$ cat config.mk
export PLATFORM = sky130hd
export DESIGN_NAME = debug_link_frame_transactor_unit
export DESIGN_NICKNAME = d
export VERILOG_FILES = /design/src/sv/dlft_pkg.sv /design/src/sv/debug_link_frame_transactor_unit.sv /design/src/sv/dlft_engine.sv
export SDC_FILE = /design/constraint.sdc
export NUM_CORES = 1
export LEC_CHECK = 0
export BUFFER_PORTS_ARGS = -buffer_cell sky130_fd_sc_hd__buf_2
export CAP_MARGIN = 20
export CORE_MARGIN = 5
export CORE_UTILIZATION = 45
export DETAILED_ROUTE_END_ITERATION = 16
export PLACE_DENSITY = 0.69
export REMOVE_ABC_BUFFERS = 1
export SLEW_MARGIN = 0
export SYNTH_ARGS = -nofsm -noshare
export SYNTH_HDL_FRONTEND = slang
export SYNTH_SLANG_ARGS = --single-unit
$ cat constraint.sdc
create_clock -name i_clk -period 4.7 [get_ports i_clk]
set_input_delay 0.235 -clock i_clk [delete_from_list [all_inputs] [get_ports i_clk]]
set_output_delay 0.235 -clock i_clk [all_outputs]
set_load 0.05 [all_outputs]
$ cat src/sv/dlft_pkg.sv
// ----------------------------------------------------------------------------
// dlft_pkg
// Types and codes shared by the debug link frame transactor modules.
// ----------------------------------------------------------------------------
package dlft_pkg;

    // request codes on the input channel
    typedef enum logic [2:0] {
        REQ_TICK  = 3'd0,
        REQ_SEND  = 3'd1,
        REQ_RECV  = 3'd2,
        REQ_CHECK = 3'd3,
        REQ_HALF  = 3'd4
    } t_req;

    // transaction kind, one-hot
    typedef enum logic [4:0] {
        KIND_IDLE  = 5'b00001,
        KIND_SEND  = 5'b00010,
        KIND_RECV  = 5'b00100,
        KIND_CHECK = 5'b01000,
        KIND_HALF  = 5'b10000
    } t_kind;

    typedef enum logic [1:0] {
        RES_OK      = 2'd0,
        RES_BUS_ERR = 2'd1,
        RES_ILLEGAL = 2'd2,
        RES_NO_CONN = 2'd3
    } t_code;

    localparam logic [7:0] RETRY_RESET = 8'd20;

    // per-tick status handed from the engine to the output register
    typedef struct packed {
        logic  dout;
        logic  busy;
        logic  done;
        t_code code;
    } t_res;

endpackage

$ cat src/sv/debug_link_frame_transactor_unit.sv
// ----------------------------------------------------------------------------
// debug_link_frame_transactor_unit
// Master side of a 17-bit serial debug link, one serial bit tick per transfer.
//
//  channel   direction  handshake                  payload
//  request   in         i_valid / o_ready          req_type, cmd_word, last_word,
//                                                  data_in_bit
//  result    out        o_valid / i_ready          data_out_bit, busy_res, done_res,
//                                                  result_code, rx_word, rx_status
//  config    in         i_cfg_valid / o_cfg_ready  retry_limit
//
//  One tick per cycle unless the result stalls: each accepted tick updates
//  the frame state and loads the result register in the same edge.
//  The next tick is taken whenever the result register is empty or drained
//  in that cycle; a stalled result holds and blocks further ticks.
//  Synchronous active-low reset clears the frame state and sets retry_limit
//  to 20.
// ----------------------------------------------------------------------------
module debug_link_frame_transactor_unit #(
    parameter int WORD_BITS = 16
) (
    input  logic                 i_clk,
    input  logic                 i_rst_n,
    input  logic                 i_cfg_valid,
    output logic                 o_cfg_ready,
    input  logic [7:0]           i_cfg_data,
    input  logic                 i_valid,
    output logic                 o_ready,
    input  logic [2:0]           i_req_type,
    input  logic [WORD_BITS-1:0] i_cmd_word,
    input  logic                 i_last_word,
    input  logic                 i_data_in_bit,
    output logic                 o_valid,
    input  logic                 i_ready,
    output logic                 o_data_out_bit,
    output logic                 o_busy_res,
    output logic                 o_done_res,
    output logic [1:0]           o_result_code,
    output logic [WORD_BITS-1:0] o_rx_word,
    output logic                 o_rx_status
);

    logic                 step;
    logic [7:0]           r_retry;
    logic                 r_out_valid;
    dlft_pkg::t_res       r_res;
    logic [WORD_BITS-1:0] r_rx_word;
    logic                 r_rx_status;
    dlft_pkg::t_res       n_res;
    logic [WORD_BITS-1:0] n_rx_word;
    logic                 n_rx_status;

    assign o_cfg_ready = 1'b1;
    assign o_ready     = !r_out_valid || i_ready;
    assign step        = i_valid && o_ready;

    always_ff @(posedge i_clk) begin
        if (!i_rst_n) begin
            r_retry <= dlft_pkg::RETRY_RESET;
        end else if (i_cfg_valid) begin
            r_retry <= i_cfg_data;
        end
    end

    dlft_engine #(
        .WORD_BITS(WORD_BITS)
    ) u_engine (
        .i_clk         (i_clk),
        .i_rst_n       (i_rst_n),
        .i_step        (step),
        .i_req_type    (i_req_type),
        .i_cmd_word    (i_cmd_word),
        .i_last_word   (i_last_word),
        .i_data_in_bit (i_data_in_bit),
        .i_retry_limit (r_retry),
        .o_res         (n_res),
        .o_rx_word     (n_rx_word),
        .o_rx_status   (n_rx_status)
    );

    always_ff @(posedge i_clk) begin
        if (!i_rst_n) begin
            r_out_valid <= 1'b0;
        end else if (step) begin
            r_out_valid <= 1'b1;
        end else if (i_ready) begin
            r_out_valid <= 1'b0;
        end
    end

    // hold the result until the sink takes it
    always_ff @(posedge i_clk) begin
        if (step) begin
            r_res       <= n_res;
            r_rx_word   <= n_rx_word;
            r_rx_status <= n_rx_status;
        end
    end

    assign o_valid        = r_out_valid;
    assign o_data_out_bit = r_res.dout;
    assign o_busy_res     = r_res.busy;
    assign o_done_res     = r_res.done;
    assign o_result_code  = r_res.code;
    assign o_rx_word      = r_rx_word;
    assign o_rx_status    = r_rx_status;

endmodule

$ cat src/sv/dlft_engine.sv
// ----------------------------------------------------------------------------
// dlft_engine
// Frame state and next-state logic: advances one serial bit per transfer.
// ----------------------------------------------------------------------------
module dlft_engine #(
    parameter int WORD_BITS = 16
) (
    input  logic                 i_clk,
    input  logic                 i_rst_n,
    input  logic                 i_step,
    input  logic [2:0]           i_req_type,
    input  logic [WORD_BITS-1:0] i_cmd_word,
    input  logic                 i_last_word,
    input  logic                 i_data_in_bit,
    input  logic [7:0]           i_retry_limit,
    output dlft_pkg::t_res       o_res,
    output logic [WORD_BITS-1:0] o_rx_word,
    output logic                 o_rx_status
);

    localparam int PW = $clog2(WORD_BITS + 1);
    localparam logic [WORD_BITS-1:0] REPLY_NOT_READY = '0;
    localparam logic [WORD_BITS-1:0] REPLY_BUS_ERROR = WORD_BITS'(1);
    localparam logic [WORD_BITS-1:0] REPLY_ILLEGAL   = '1;

    logic [WORD_BITS-1:0] r_tx, n_tx;
    logic [WORD_BITS-1:0] r_rx, n_rx;
    logic [WORD_BITS-1:0] r_frame, n_frame;
    logic [PW-1:0]        r_pos, n_pos;
    logic [7:0]           r_attempts, n_attempts;
    dlft_pkg::t_kind      r_kind, n_kind;
    logic                 r_status, n_status;

    logic                 load;
    logic [WORD_BITS-1:0] rx_shifted;
    dlft_pkg::t_code      err_code;
    logic                 dout;
    logic                 done;
    dlft_pkg::t_code      code;

    assign rx_shifted = {r_rx[WORD_BITS-2:0], i_data_in_bit};

    always_comb begin
        if (rx_shifted == REPLY_BUS_ERROR) begin
            err_code = dlft_pkg::RES_BUS_ERR;
        end else if (rx_shifted == REPLY_ILLEGAL) begin
            err_code = dlft_pkg::RES_ILLEGAL;
        end else begin
            err_code = dlft_pkg::RES_NO_CONN;
        end
    end

    always_comb begin
        n_tx       = r_tx;
        n_rx       = r_rx;
        n_frame    = r_frame;
        n_pos      = r_pos;
        n_attempts = r_attempts;
        n_kind     = r_kind;
        n_status   = r_status;
        load       = 1'b0;
        dout       = 1'b0;
        done       = 1'b0;
        code       = dlft_pkg::RES_OK;
        case (r_kind)
            dlft_pkg::KIND_IDLE: begin
                // latch a request, line stays low
                load = 1'b1;
                case (dlft_pkg::t_req'(i_req_type))
                    dlft_pkg::REQ_SEND: begin
                        n_kind  = dlft_pkg::KIND_SEND;
                        n_frame = i_cmd_word;
                    end
                    dlft_pkg::REQ_RECV: begin
                        n_kind  = dlft_pkg::KIND_RECV;
                        n_frame = i_last_word ? i_cmd_word : '0;
                    end
                    dlft_pkg::REQ_CHECK: begin
                        n_kind  = dlft_pkg::KIND_CHECK;
                        n_frame = i_cmd_word;
                    end
                    dlft_pkg::REQ_HALF: begin
                        n_kind  = dlft_pkg::KIND_HALF;
                        n_frame = i_cmd_word;
                    end
                    default: begin
                        load = 1'b0;
                    end
                endcase
                if (load) begin
                    n_tx       = n_frame;
                    n_pos      = '0;
                    n_attempts = i_retry_limit;
                end
            end
            dlft_pkg::KIND_SEND, dlft_pkg::KIND_RECV,
            dlft_pkg::KIND_CHECK, dlft_pkg::KIND_HALF: begin
                if (r_pos == '0) begin
                    // start bit: sample target status
                    n_status = i_data_in_bit;
                    n_rx     = '0;
                    n_pos    = PW'(1);
                end else begin
                    dout = r_tx[WORD_BITS-1];
                    n_tx = {r_tx[WORD_BITS-2:0], 1'b0};
                    n_rx = rx_shifted;
                    if (r_pos >= PW'(WORD_BITS)) begin
                        done = 1'b1;
                        if (r_kind == dlft_pkg::KIND_SEND) begin
                            code = dlft_pkg::RES_OK;
                        end else if (r_kind == dlft_pkg::KIND_HALF) begin
                            code = (n_rx == REPLY_NOT_READY) ? dlft_pkg::RES_OK : err_code;
                        end else if (!r_status) begin
                            code = dlft_pkg::RES_OK;
                        end else if (n_rx == REPLY_NOT_READY && r_attempts != 8'd0) begin
                            // target not ready: repeat the frame
                            n_attempts = r_attempts - 8'd1;
                            n_tx       = r_frame;
                            done       = 1'b0;
                        end else begin
                            code = err_code;
                        end
                        n_pos = '0;
                        if (done) begin
                            n_kind = dlft_pkg::KIND_IDLE;
                        end
                    end else begin
                        n_pos = r_pos + PW'(1);
                    end
                end
            end
            default: begin
                n_kind = dlft_pkg::KIND_IDLE;
            end
        endcase
    end

    always_ff @(posedge i_clk) begin
        if (!i_rst_n) begin
            r_tx       <= '0;
            r_rx       <= '0;
            r_frame    <= '0;
            r_pos      <= '0;
            r_attempts <= '0;
            r_kind     <= dlft_pkg::KIND_IDLE;
            r_status   <= 1'b0;
        end else if (i_step) begin
            r_tx       <= n_tx;
            r_rx       <= n_rx;
            r_frame    <= n_frame;
            r_pos      <= n_pos;
            r_attempts <= n_attempts;
            r_kind     <= n_kind;
            r_status   <= n_status;
        end
    end

    assign o_res.dout   = dout;
    assign o_res.busy   = (n_kind != dlft_pkg::KIND_IDLE);
    assign o_res.done   = done;
    assign o_res.code   = done ? code : dlft_pkg::RES_OK;
    assign o_rx_word    = n_rx;
    assign o_rx_status  = n_status;

endmodule

==> results.py <==
metrics = {
    "routing": {
        "dr.pass1.iters": 4,
        "viasPerCell": 5.789,
        "routedWlPerCell_um": 15.49,
        "via_count": 3890,
        "routed_wl_um": 10410,
        "drt-initial-drc-count": 183,
        "ant_nets": 0,
        "drcViolationCount": 0,
    },
    "setup_path": {
        "reg2reg_depth": 6,
        "endpoint_kind": "flip-flop",
        "reg2reg_from": "u_engine.r_kind[2]",
        "critPathLaunchType": "flip-flop",
        "critPathArrivalTime_ns": 3.11,
        "r2r-end": "u_engine.r_frame[10]",
        "r2r_slack_ns": 1.81,
        "crit_required_ns": 4.92,
        "crit_path_max_fanout": 19,
        "criticalPathCategory": "flip-flop to flip-flop",
    },
    "floorplan": {
        "coreArea_um2": 9864,
        "rows": 36,
        "die_w_um": 110.8,
        "pin_count": 59,
        "fp.dieH_um": 110.8,
        "dieArea_um2": 12280,
        "start_util_pct": 46.39,
    },
    "pwr": {
        "p_leak_uw": 0.001926,
        "power_density_nw_per_um2": 368.3,
        "vdd_drop_max_uv": 211.6,
        "power_uw": 1853,
    },
    "layout": {
        "mostFrequentLayoutCell": "dfxtp_1",
        "area_delta_synth_final_pct": 9.954,
        "layout_common_cells": "dfxtp_1, nor2_1, buf_2",
        "finalInstanceArea_um2": 5031,
        "antenna_cells": 0,
        "layout-drive-gt1-share_pct": 16.51,
        "fin_nets": 571,
    },
    "yosys": {
        "syn-instance-count": 504,
        "synth.area.top_cells": "dfxtp_1, edfxtp_1, a32oi_1",
        "synth_edf_count": 22,
        "ys_warn_count": 0,
        "yosysTopAreaCell": "dfxtp_1",
        "yosys_most_used_dff": "dfxtp_1",
        "syn-cell-area_um2": 4576,
        "seq_area_frac_synth_pct": 47.69,
        "synth_top_area_share_pct": 33.25,
        "synthArstFlopShare_pct": 0,
        "synth_cell_types": 65,
        "ys_ff_latch": 98,
        "syn_avg_cell_area_um2": 9.079,
    },
    "min_path": {
        "hold-path-cell-count": 3,
        "holdPathEnd": "r_retry[2]",
        "min_from": "i_cfg_data[2]",
        "hold_class": "primary input to flip-flop",
    },
    "place": {
        "place_area_um2": 4821,
        "globalplace.congestion": 0.8138,
        "portBuffers": 57,
        "hpwl_um": 6816,
    },
    "clocking": {
        "cts.repair.resized": 0,
        "cts_setup_buffers": 0,
        "cts_buffers": 9,
        "clockRootBuffer": "clkbuf_8",
        "cts.clk_slew.worst_paths_ns": 0.09,
        "htree_levels": 3,
        "tritoncts": "yes",
        "clk_latency_ns": 0.36,
        "ctsLongestPathBuffers": 2,
        "clock-sinks": 98,
        "cts_hold_buf": 0,
    },
    "grt": {
        "use_met3_pct": 4.148,
        "grt_max_degree": 60,
        "grt_overflow": 0,
        "grt_first_pass_wirelength_um": 17750,
        "antenna_found_initial": 0,
        "grtUsageMet1_pct": 21.56,
        "grt-busiest-layer": "met2",
        "grt_util_all_layers_pct": 16.92,
        "met2_usage_pct": 28.68,
        "grt_pass1_vias": 3753,
    },
    "sta": {
        "maxSlewHeadroom_pct": 40.16,
        "finalClockSkew_ns": 0.008604,
        "rsz0062_at_grt": "no",
        "max_freq_mhz": 345.5,
        "final_hold_viol_count": 0,
        "period_share_pct": 61.58,
        "fin_crit_ns": 2.894,
        "slew_violations": 0,
        "setup-tns-final_ns": 0,
        "finalSetupViolCount": 0,
        "worst_pin_slew_ns": 0.8802,
    },
    "flow_run": {
        "cap_violations": 0,
    },
    "status": {
        "outcome": "complete, no violations",
    },
}
critical path, stage by stage, from the launching register on:
cell     delay (ns)
dfxtp_1        0.40
or3_1          0.41
or2_0          0.36
nor2_2         0.66
nand2_1        0.55
a32oi_1        0.31
nor2_1         0.06
per-stage QoR:
| step | std cells | utilization (%) | hold WS, ns | setup slack [ns] |
|---|---|---|---|---|
| floorplan | 461 | - | 0.2969 | 0.8331 |
| global placement | 656 | 48.87 | 0.4531 | 1.996 |
| detailed placement | 656 | 48.87 | 0.4613 | 1.830 |
| CTS | 672 | 51.00 | 0.08660 | 1.839 |
| global route | 672 | 51.00 | 0.08820 | 1.585 |
| finish | 672 | 51.00 | 0.09685 | 1.806 |
area by class of cell:
| cell class | instances | area (um2) |
|---|---|---|
| inverters | 9 | 33.78 |
| clock inverters | 5 | 78.83 |
| clock buffers | 11 | 131.4 |
| well taps | 133 | 166.4 |
| repair buffers | 62 | 322.8 |
| fillers | 941 | 4833 |
| multi-input cells | 354 | 2116 |
| flip-flops and latches | 98 | 2182 |
synthesized netlist by cell type, types with 2 or more instances:
cell type,number
dfxtp_1,76
nor2_1,57
nand2_1,52
a21oi_1,47
a32oi_1,32
o21ai_0,29
edfxtp_1,22
clkbuf_1,21
nand3_1,19
a311oi_1,17
nor3_1,11
buf_2,9
mux2i_1,9
inv_1,8
nor4_1,7
or3_1,6
nand4_1,5
xnor2_1,5
nand2b_1,4
and3_1,3
buf_4,3
buf_6,3
ha_1,3
o21a_1,3
a21o_1,2
a32o_1,2
and2_1,2
buf_1,2
buf_12,2
clkbuf_4,2
nor2b_1,2
o211ai_1,2
o21ai_1,2
o22ai_1,2
o31a_1,2
or4_1,2
kinds of logic (layout without fill, tap and decap cells):
family | after synthesis | count (layout) | share of synthesized area, %
DFF | 98 | 98 | 47.69
muxes | 10 | 10 | 2.270
and+or+nand+nor | 181 | 181 | 18.76
AOI/OAI and AO/OA | 154 | 154 | 23.27
adders and majority gates | 3 | 3 | 0.8204
buffers and inverters | 52 | 87 | 6.152
other | 1 | 1 | 0.08196
xor gates and xnor gates | 5 | 5 | 0.9570
power breakdown:
| part | leakage, uW | internal [uW] | switching (uW) | total, uW |
|---|---|---|---|---|
| Sequential | 0.000844 | 923 | 40.5 | 964 |
| Clock | 0.0000972 | 299 | 278 | 576 |
| Combinational | 0.000985 | 101 | 212 | 313 |
metal layers:
metal	vias to the layer above	wire length (um)	part of all wire, %
met3	14	561	5.4
met5	-	0	0
met2	106	5010	48
met1	1831	4698	45
li1	1939	-	-
met4	0	137	1.3
worst max path at each step:
| stage | from | end | slack [ns] | depth (start not counted) |
|---|---|---|---|---|
| floorplan | o_valid | u_engine.r_attempts[5] | 0.83 | 7 |
| global placement | u_engine.r_kind[2] | u_engine.r_frame[6] | 2.00 | 6 |
| detailed placement | u_engine.r_kind[2] | u_engine.r_frame[10] | 1.83 | 6 |
| CTS | u_engine.r_kind[2] | u_engine.r_frame[10] | 1.84 | 6 |
| global route | u_engine.r_kind[2] | u_engine.r_frame[0] | 1.59 | 6 |
| finish | u_engine.r_kind[2] | u_engine.r_frame[10] | 1.81 | 6 |
flip-flops by register name, indices dropped and copies added, names as in the netlist, 2 cells and up:
register             cells
o_result_code            2
o_rx_word               16
r_retry                  8
u_engine.r_attempts      8
u_engine.r_frame        16
u_engine.r_kind          5
u_engine.r_pos           5
u_engine.r_rx           16
u_engine.r_tx           16
(Power assumes the default switching activity.)
